$ cat config.mk
export PLATFORM = sky130hd
export DESIGN_NAME = sleep_timer_compare_peripheral_flat
export DESIGN_NICKNAME = d
export VERILOG_FILES = /design/src/rtl/sltc_pkg.sv /design/src/rtl/sltc_if.sv /design/src/rtl/sleep_timer_compare_peripheral.sv /design/src/flat_wrapper.sv
export SDC_FILE = /design/constraint.sdc
export NUM_CORES = 1
export LEC_CHECK = 0
export BUFFER_PORTS_ARGS = -buffer_cell sky130_fd_sc_hd__buf_4
export CAP_MARGIN = 20
export CORE_MARGIN = 4
export CORE_UTILIZATION = 45
export DETAILED_ROUTE_END_ITERATION = 8
export PLACE_DENSITY = 0.65
export SYNTH_ARGS = -nofsm -noshare
export SYNTH_HDL_FRONTEND = slang
export SYNTH_SLANG_ARGS = --single-unit
$ cat constraint.sdc
create_clock -name clk -period 2.3 [get_ports clk]
set_input_delay 0.115 -clock clk [delete_from_list [all_inputs] [get_ports clk]]
set_output_delay 0.115 -clock clk [all_outputs]
set_load 0.01 [all_outputs]
$ cat src/rtl/sltc_pkg.sv
`default_nettype none

package sltc_pkg;

  localparam int unsigned CNT_W   = 32;
  localparam int unsigned BYTE_W  = 8;
  localparam int unsigned STAGE_W = 24;
  localparam int unsigned CMD_W   = 2;
  localparam int unsigned SEL_W   = 4;

  localparam logic [CMD_W-1:0] CMD_TICK  = 2'd0;
  localparam logic [CMD_W-1:0] CMD_READ  = 2'd1;
  localparam logic [CMD_W-1:0] CMD_WRITE = 2'd2;

  localparam logic [SEL_W-1:0] SEL_WDCTL = 4'd0;
  localparam logic [SEL_W-1:0] SEL_CNT0  = 4'd1;
  localparam logic [SEL_W-1:0] SEL_CNT1  = 4'd2;
  localparam logic [SEL_W-1:0] SEL_CNT2  = 4'd3;
  localparam logic [SEL_W-1:0] SEL_CNT3  = 4'd4;
  localparam logic [SEL_W-1:0] SEL_LOAD  = 4'd5;
  localparam logic [SEL_W-1:0] SEL_CAP0  = 4'd6;
  localparam logic [SEL_W-1:0] SEL_CAP1  = 4'd7;
  localparam logic [SEL_W-1:0] SEL_CAP2  = 4'd8;
  localparam logic [SEL_W-1:0] SEL_CAP3  = 4'd9;

  localparam logic [BYTE_W-1:0] LOAD_DONE = 8'd1;

  typedef logic [CNT_W-1:0]  cnt_t;
  typedef logic [BYTE_W-1:0] byte_t;
  typedef logic [STAGE_W-1:0] stage_t;

endpackage

`default_nettype wire

$ cat src/rtl/sltc_if.sv
`default_nettype none

interface sltc_in_if
  import sltc_pkg::*;
();
  logic               valid;
  logic               ready;
  logic [CMD_W-1:0]   cmd;
  logic [SEL_W-1:0]   reg_sel;
  logic [BYTE_W-1:0]  wdata;

  modport source (output valid, output cmd, output reg_sel, output wdata, input ready);
  modport sink   (input valid, input cmd, input reg_sel, input wdata, output ready);
endinterface

interface sltc_out_if
  import sltc_pkg::*;
();
  logic               valid;
  logic               ready;
  logic [BYTE_W-1:0]  rdata;
  logic               irq_pulse;

  modport source (output valid, output rdata, output irq_pulse, input ready);
  modport sink   (input valid, input rdata, input irq_pulse, output ready);
endinterface

`default_nettype wire

$ cat src/rtl/sleep_timer_compare_peripheral.sv
// Sleep timer with a 32-bit compare that is loaded one byte at a time.
// Each word on in_bus is a timer tick, a register read or a register write.
// Every accepted word yields exactly one word on out_bus, carrying the read
// byte (zero for ticks and writes) and the compare-match interrupt pulse.
// A word is accepted when valid and ready are both high at a rising edge.
// The result is loaded into the output register at the edge that accepts the
// word. Throughput is one word per cycle while out_bus.ready stays high, set
// by the single increment and 32-bit compare between the state registers and
// the output register. in_bus.ready is high whenever the output register is
// empty or is being drained in the same cycle, so a stalled receiver holds
// the pending result and back-pressures the input after one word.
// Reset (rst_n low at a rising edge) clears the counter, the capture, the
// staged and loaded compare value and the armed match, and empties the
// output register.
`default_nettype none

module sleep_timer_compare_peripheral
  import sltc_pkg::*;
(
  input  wire         clk,
  input  wire         rst_n,
  sltc_in_if.sink     in_bus,
  sltc_out_if.source  out_bus
);

  cnt_t   counter_r, counter_nxt;
  cnt_t   captured_r, captured_nxt;
  stage_t stage_r, stage_nxt;
  cnt_t   compare_r, compare_nxt;
  logic   armed_r, armed_nxt;
  logic   fire_next_r, fire_next_nxt;

  logic   out_valid_r;
  byte_t  rdata_r, rdata_nxt;
  logic   irq_r, irq_nxt;

  logic   acc;
  cnt_t   cnt_inc;
  cnt_t   new_compare;

  assign in_bus.ready  = !out_valid_r || out_bus.ready;
  assign acc           = in_bus.valid && in_bus.ready;
  assign cnt_inc       = counter_r + cnt_t'(1);
  assign new_compare   = {stage_r, in_bus.wdata};

  always_comb begin
    counter_nxt   = counter_r;
    captured_nxt  = captured_r;
    stage_nxt     = stage_r;
    compare_nxt   = compare_r;
    armed_nxt     = armed_r;
    fire_next_nxt = fire_next_r;
    rdata_nxt     = '0;
    irq_nxt       = 1'b0;
    unique case (in_bus.cmd)
      CMD_TICK: begin
        counter_nxt = cnt_inc;
        if (armed_r && (fire_next_r || cnt_inc == compare_r)) begin
          irq_nxt       = 1'b1;
          armed_nxt     = 1'b0;
          fire_next_nxt = 1'b0;
        end
      end
      CMD_READ: begin
        unique case (in_bus.reg_sel)
          SEL_CNT0: begin
            captured_nxt = counter_r;
            rdata_nxt    = counter_r[7:0];
          end
          SEL_CNT1, SEL_CAP1: rdata_nxt = captured_r[15:8];
          SEL_CNT2, SEL_CAP2: rdata_nxt = captured_r[23:16];
          SEL_CNT3, SEL_CAP3: rdata_nxt = captured_r[31:24];
          SEL_CAP0:           rdata_nxt = captured_r[7:0];
          SEL_LOAD:           rdata_nxt = LOAD_DONE;
          default:            rdata_nxt = '0;
        endcase
      end
      CMD_WRITE: begin
        unique case (in_bus.reg_sel)
          SEL_CNT0: begin
            compare_nxt   = new_compare;
            armed_nxt     = 1'b1;
            fire_next_nxt = (new_compare == counter_r);
          end
          SEL_CNT1: stage_nxt[7:0]   = in_bus.wdata;
          SEL_CNT2: stage_nxt[15:8]  = in_bus.wdata;
          SEL_CNT3: stage_nxt[23:16] = in_bus.wdata;
          default:  stage_nxt        = stage_r;
        endcase
      end
      default: rdata_nxt = '0;
    endcase
  end

  always_ff @(posedge clk) begin
    if (!rst_n) begin
      counter_r   <= '0;
      captured_r  <= '0;
      stage_r     <= '0;
      compare_r   <= '0;
      armed_r     <= 1'b0;
      fire_next_r <= 1'b0;
      out_valid_r <= 1'b0;
    end else begin
      if (acc) begin
        counter_r   <= counter_nxt;
        captured_r  <= captured_nxt;
        stage_r     <= stage_nxt;
        compare_r   <= compare_nxt;
        armed_r     <= armed_nxt;
        fire_next_r <= fire_next_nxt;
        out_valid_r <= 1'b1;
      end else if (out_bus.ready) begin
        out_valid_r <= 1'b0;
      end
    end
  end

  always_ff @(posedge clk) begin
    if (acc) begin
      rdata_r <= rdata_nxt;
      irq_r   <= irq_nxt;
    end
  end

  assign out_bus.valid     = out_valid_r;
  assign out_bus.rdata     = rdata_r;
  assign out_bus.irq_pulse = irq_r;

  // The next-tick flag only has meaning while a match is armed.
  a_fire_next_armed: assert property (@(posedge clk) disable iff (!rst_n)
    fire_next_r |-> armed_r)
    else $error("fire-next flag set without an armed match");

  // A match that fires is one-shot.
  a_fire_disarms: assert property (@(posedge clk) disable iff (!rst_n)
    (acc && irq_nxt) |=> !armed_r)
    else $error("match still armed after firing");

  // An accepted tick advances the counter by exactly one.
  a_tick_advances: assert property (@(posedge clk) disable iff (!rst_n)
    (acc && in_bus.cmd == CMD_TICK) |=> (counter_r == $past(counter_r) + cnt_t'(1)))
    else $error("counter did not advance on a tick");

  // The output register never drops a pending word while the receiver stalls.
  a_hold_on_stall: assert property (@(posedge clk) disable iff (!rst_n)
    (out_valid_r && !out_bus.ready) |=> (out_valid_r && $stable(rdata_r) && $stable(irq_r)))
    else $error("pending result changed during a stall");

endmodule

`default_nettype wire
$ cat src/flat_wrapper.sv
// flat-port wrapper written by rule: the top's interface ports become plain ports
module sleep_timer_compare_peripheral_flat import sltc_pkg::*;
  (clk, rst_n, in_bus_valid, in_bus_cmd, in_bus_reg_sel, in_bus_wdata, in_bus_ready, out_bus_valid, out_bus_rdata, out_bus_irq_pulse, out_bus_ready);
  sltc_in_if in_bus_i ();
  sltc_out_if out_bus_i ();
  input  wire clk;
  input  wire rst_n;
  input wire logic [$bits(in_bus_i.valid)-1:0] in_bus_valid;
  input wire logic [$bits(in_bus_i.cmd)-1:0] in_bus_cmd;
  input wire logic [$bits(in_bus_i.reg_sel)-1:0] in_bus_reg_sel;
  input wire logic [$bits(in_bus_i.wdata)-1:0] in_bus_wdata;
  output wire logic [$bits(in_bus_i.ready)-1:0] in_bus_ready;
  output wire logic [$bits(out_bus_i.valid)-1:0] out_bus_valid;
  output wire logic [$bits(out_bus_i.rdata)-1:0] out_bus_rdata;
  output wire logic [$bits(out_bus_i.irq_pulse)-1:0] out_bus_irq_pulse;
  input wire logic [$bits(out_bus_i.ready)-1:0] out_bus_ready;
  assign in_bus_i.valid = in_bus_valid;
  assign in_bus_i.cmd = in_bus_cmd;
  assign in_bus_i.reg_sel = in_bus_reg_sel;
  assign in_bus_i.wdata = in_bus_wdata;
  assign in_bus_ready = in_bus_i.ready;
  assign out_bus_valid = out_bus_i.valid;
  assign out_bus_rdata = out_bus_i.rdata;
  assign out_bus_irq_pulse = out_bus_i.irq_pulse;
  assign out_bus_i.ready = out_bus_ready;
  sleep_timer_compare_peripheral u_core (.clk(clk), .rst_n(rst_n), .in_bus(in_bus_i), .out_bus(out_bus_i));
endmodule
# Yosys cells after proc, flatten, opt, wreduce, memory -nomap -nowiden

Cells that the tools add are included.

Output and inout port bits: 11
Bits of input ports: 18
Word-level logic and storage cells: 54
Flip-flop bits (word level): 132

Equality and inequality tests: 15
Multiplexer cells: 9
Add/subtract/negate cells: 1
Reductions and logical operators: 18

Operators by type and width:

| cell                                                 | count |
|---|---|
| equality test 32 bit                                 | 2 |
| one-hot mux 8 bit (6 select lines)                   | 1 |
| adder 32 x 1 -> 32 bit (second input constant)       | 1 |
| equality test 4 x 3 -> 1 bit (second input constant) | 4 |
| AND reduction 3 bit                                  | 5 |
| equality test 4 x 2 -> 1 bit (second input constant) | 2 |
| equality test 4 bit (second input constant)          | 2 |
| 2-to-1 mux 1 bit                                     | 6 |
| OR reduction 2 bit                                   | 3 |
| equality test 4 x 1 -> 1 bit (second input constant) | 1 |
| one-hot mux 1 bit (2 select lines)                   | 2 |
| AND reduction 4 bit                                  | 1 |
| nonzero test 2 bit                                   | 2 |
| equality test 2 x 1 -> 1 bit (second input constant) | 1 |
| equality test 2 bit (second input constant)          | 1 |
| logical AND 1 bit                                    | 2 |
| logical NOT 2 bit                                    | 1 |
| logical OR 1 bit                                     | 2 |
| != test 2 x 1 -> 1 bit (second input constant)       | 1 |
| != test 2 bit (second input constant)                | 1 |
| AND reduction 2 bit                                  | 1 |
| logical NOT 1 bit                                    | 1 |

# Depth between registers and ports, before layout

Depth in word-level cells: 6
Mapped depth: 10
Mapped depth without buffers: 9

# Worst setup path after synthesis

OpenSTA, ideal clock, no wires.

Path kind: reg2reg
From: register u_core.counter_r[7]
To: register u_core.irq_r (netlist: u_core.out_bus.irq_pulse) (data pin)
Buffers on the path: 2
Path slack: -0.088 ns
Cell stages (with the launch flop): 11
Library setup time: 0.130 ns
Data required time: 2.170 ns
Clock period less this slack: 2.388 ns
Arrival: 2.258 ns
Cells stage by stage: dfxtp_1 buf_4 nand4_2 buf_2 nor4_2 nand2_1 mux2i_1 a2111o_1 nor4_1 and4_1 o21ba_1

Word-level cells in the longest chain between the ends: 5

Ends and longest elaborated chain:

| what                   | line                                  | source |
|---|---|---|
| start, declared        | sleep_timer_compare_peripheral.sv:26  | `cnt_t counter_r, counter_nxt;` |
| start signal, assigned | sleep_timer_compare_peripheral.sv:106 | `counter_r <= counter_nxt;` |
| adder 32 x 1 -> 32 bit | sleep_timer_compare_peripheral.sv:43  | `assign cnt_inc = counter_r + cnt_t'(1);` |
| equality test 32 bit   | sleep_timer_compare_peripheral.sv:58  | `if (armed_r && (fire_next_r \|\| cnt_inc == compare_r)) begin` |
| logical OR 1 bit       | sleep_timer_compare_peripheral.sv:58  |  |
| logical AND 1 bit      | sleep_timer_compare_peripheral.sv:58  |  |
| 2-to-1 mux 1 bit       | sleep_timer_compare_peripheral.sv:58  |  |
| end signal, assigned   | sleep_timer_compare_peripheral.sv:122 | `irq_r <= irq_nxt;` |
| end, declared          | sleep_timer_compare_peripheral.sv:35  | `logic irq_r, irq_nxt;` |

Every way passes these cells.
A chain may end at the register's enable or synchronous reset.

# Final worst setup path

From: register u_core.counter_r[17]
To: register u_core.irq_r (netlist: u_core.out_bus.irq_pulse) (data pin)

The elaborated chain is that of the path after synthesis.

==> impl_metrics.json <==
{
  "die_w_um": 133,
  "r2r_setup_slack_ns": -0.22,
  "grt_max_degree": 52,
  "dp_hpwl_um": 15000,
  "num_rows": 45,
  "cts_tree": "done",
  "ios": 29,
  "antenna_cells": 0,
  "initial_core_util_pct": 46.2,
  "start_kind": "flip-flop",
  "numCtsBuffers": 17,
  "status": "finished with violations",
  "place_congestion": 1.01,
  "ys_ff_latch": 132,
  "avgSynthCellArea_sq_um": 8.36,
  "die_h_um": 133,
  "power_frac_seq_pct": 44.7,
  "ys.flop_type": "dfxtp_1",
  "n_fill_cell": 1458,
  "maxSlewViolCount": 0,
  "max_cap_violations": 0,
  "mostFrequentLayoutCells": "182 x nand2_1, 117 x buf_4, 113 x dfxtp_1",
  "syn_area_sq_mm": 0.00707,
  "holdWs_ns": 0.0220,
  "drive_gt1_share_pct": 20.1,
  "startpoint": "u_core.counter_r[17]",
  "dpl-instance-area_sq_mm": 0.00794,
  "crit_required_ns": 2.60,
  "drt_pass1_iterations": 5,
  "fmax_mhz": 397,
  "whs_endpoint": "u_core.compare_r[3]",
  "final_common_cell": "nand2_1",
  "grt_pass1_vias": 5828,
  "num-nets-final": 948,
  "internal-power_w": 0.00410,
  "setup_slack_ns": -0.217,
  "grt_antenna_before_repair": 0,
  "hold_start": "in_bus_wdata[3]",
  "clockBufferDepth": 2,
  "first_iter_violations": 582,
  "period_share_pct": 109,
  "synth_edf_count": 9,
  "swShare_pct": 21.4,
  "hold_path_depth": 3,
  "finalPower_w": 0.00521,
  "grt.overflow.total": 0,
  "drt-wirelength-per-cell_um": 17.9,
  "ys_async_sr_fraction_pct": 0,
  "drcViolationCount": 0,
  "worst_slew_pin_slew_ns": 0.667,
  "stdcell_count": 1153,
  "core_sq_mm": 0.0153,
  "dp_cells": 1103,
  "power.leakage_nw": 3.35,
  "insertion_delay_ns": 0.42,
  "path_clk_slew_ns": 0.05,
  "ir_drop_uv": 660,
  "crit_fanout": 6,
  "hold_viol": 0,
  "slew_headroom_pct": 55.4,
  "comb_power_share_pct": 4.5,
  "p_sw_w": 0.00112,
  "r2r_cells": 8,
  "fp.dieArea_sq_mm": 0.0178,
  "grt_pass1_wl_um": 32500,
  "ant_nets": 0,
  "wirelength_um": 20600,
  "r2r_end": "u_core.out_bus.irq_pulse",
  "rsz0062_at_grt": "true",
  "setup_viol": 3,
  "synth_cell_types": 57,
  "cellPowerDensity_mw_per_mm2": 593,
  "reg2reg_from": "u_core.counter_r[17]",
  "regArea_sq_mm": 0.00275,
  "htreeDepth": 4,
  "synth_cells": 846,
  "multi_input_area_sq_mm": 0.00414,
  "violations": "negative setup slack",
  "hold_path.class": "in2reg",
  "syn_nets": 865,
  "grt_usage_pct": 23.5,
  "vias": 6237,
  "fin_worst_skew_ns": 0.00553,
  "period_minus_slack_ns": 2.52,
  "root_buffer": "clkbuf_16",
  "yosysWarningCount": 0,
  "seq_area_frac_synth_pct": 38.7,
  "viasPerCell": 5.41,
  "final_area_sq_mm": 0.00879,
  "port_buffers": 28,
  "p_clk_share_pct": 50.8,
  "cts.sinks": 132,
  "area_growth_pct": 24.4,
  "worstPathArrival_ns": 2.81,
  "path_class": "reg2reg",
  "cp-end-kind": "flip-flop",
  "post-place-ws_ns": -0.218
}
cells in the mapped netlist, drive strengths merged, types with 3 or more instances:
cell | instances | area, sq um
a21boi | 73 | 548
a21oi | 12 | 60.1
a222oi | 9 | 90.1
a31oi | 10 | 62.6
and2 | 24 | 150
and3 | 15 | 93.8
and4 | 4 | 35.0
buf | 22 | 118
clkbuf | 45 | 170
dfxtp | 123 | 2460
edfxtp | 9 | 270
inv | 7 | 26.3
mux2i | 25 | 250
nand2 | 184 | 691
nand2b | 4 | 25.0
nand3 | 22 | 123
nand4 | 19 | 146
nor2 | 28 | 105
nor2b | 28 | 175
nor3 | 11 | 60.1
nor4 | 15 | 136
o211ai | 3 | 22.5
o21ai | 19 | 95.1
or3 | 9 | 56.3
xnor2 | 67 | 587
xor2 | 30 | 263
flip-flops by register name, indices dropped and copies added, names as in the netlist:
name / flops
u_core.captured_r: 32
u_core.compare_r: 32
u_core.counter_r: 32
u_core.stage_r: 24
u_core.out_bus.rdata: 8
u_core.armed_r: 1
u_core.fire_next_r: 1
u_core.out_bus.irq_pulse: 1
u_core.out_bus.valid: 1
metrics by stage:
step                util (%)  setup TNS, ns
global route            57.4         -0.751
detailed placement      51.8         -0.545
finish                  57.4         -0.525
floorplan                  -              0
CTS                     57.0         -0.246
global placement        51.8         -0.235
power by group through the flow:
stage	clock network [W]	registers [W]	logic, W
floorplan	0	0.00238	0.000114
global placement	0	0.00238	0.000217
detailed placement	0	0.00238	0.000217
CTS	0.00270	0.00233	0.000230
global route	0.00279	0.00233	0.000250
finish	0.00265	0.00233	0.000233
metal layers:
metal / GRT usage (%) / vias to the layer above / wire length (um)
met5: 0 / - / 0
met4: 8.80 / 0 / 475
met3: 4.46 / 33 / 1310
met2: 35.6 / 212 / 9220
met1: 33.3 / 2931 / 9580
li1: - / 3061 / -
layout make-up:
class | instances | area share (%)
Clock buffer | 18 | 4.88
Multi-Input combinational cell | 640 | 47.0
Tap cell | 211 | 3.00
Clock inverter | 14 | 1.62
Timing Repair Buffer | 131 | 11.9
Inverter | 7 | 0.299
Sequential cell | 132 | 31.2
logic make-up after synthesis:
family | Yosys count | synth area share [%]
and+or+nand+nor | 376 | 26.9
buffers and inverters | 74 | 4.44
adders and majority gates | 1 | 0.177
xor gates and xnor gates | 97 | 12.0
muxes | 25 | 3.54
DFF | 132 | 38.7
AOI/OAI and AO/OA | 141 | 14.3
critical path: stages (launching register included):
cell	delay, ns
dfxtp_1	0.32
nand3_1	0.31
nor4_2	0.40
o211a_1	0.23
a21oi_2	0.05
a2111o_1	0.36
nor4_2	0.31
and4_4	0.29
o21ba_4	0.12
how the worst max path moves through the flow:
stage | slack, ns | endpoint | cells after the start
floorplan | 0.006 | u_core.out_bus.irq_pulse | 9
global placement | -0.11 | u_core.out_bus.irq_pulse | 9
detailed placement | -0.22 | u_core.out_bus.irq_pulse | 9
CTS | -0.12 | u_core.out_bus.irq_pulse | 10
global route | -0.28 | u_core.out_bus.irq_pulse | 8
finish | -0.22 | u_core.out_bus.irq_pulse | 8
repair_timing:
item | CTS | global route
buffers inserted | 12 | 3
pin swaps | 10 | 12
gates resized for setup | 19 | 22
hold endpoints to repair | 5 | 0
setup endpoints to repair | 4 | 6
hold buffers | 5 | 0
Note: power is estimated with default switching activity, not from simulation.
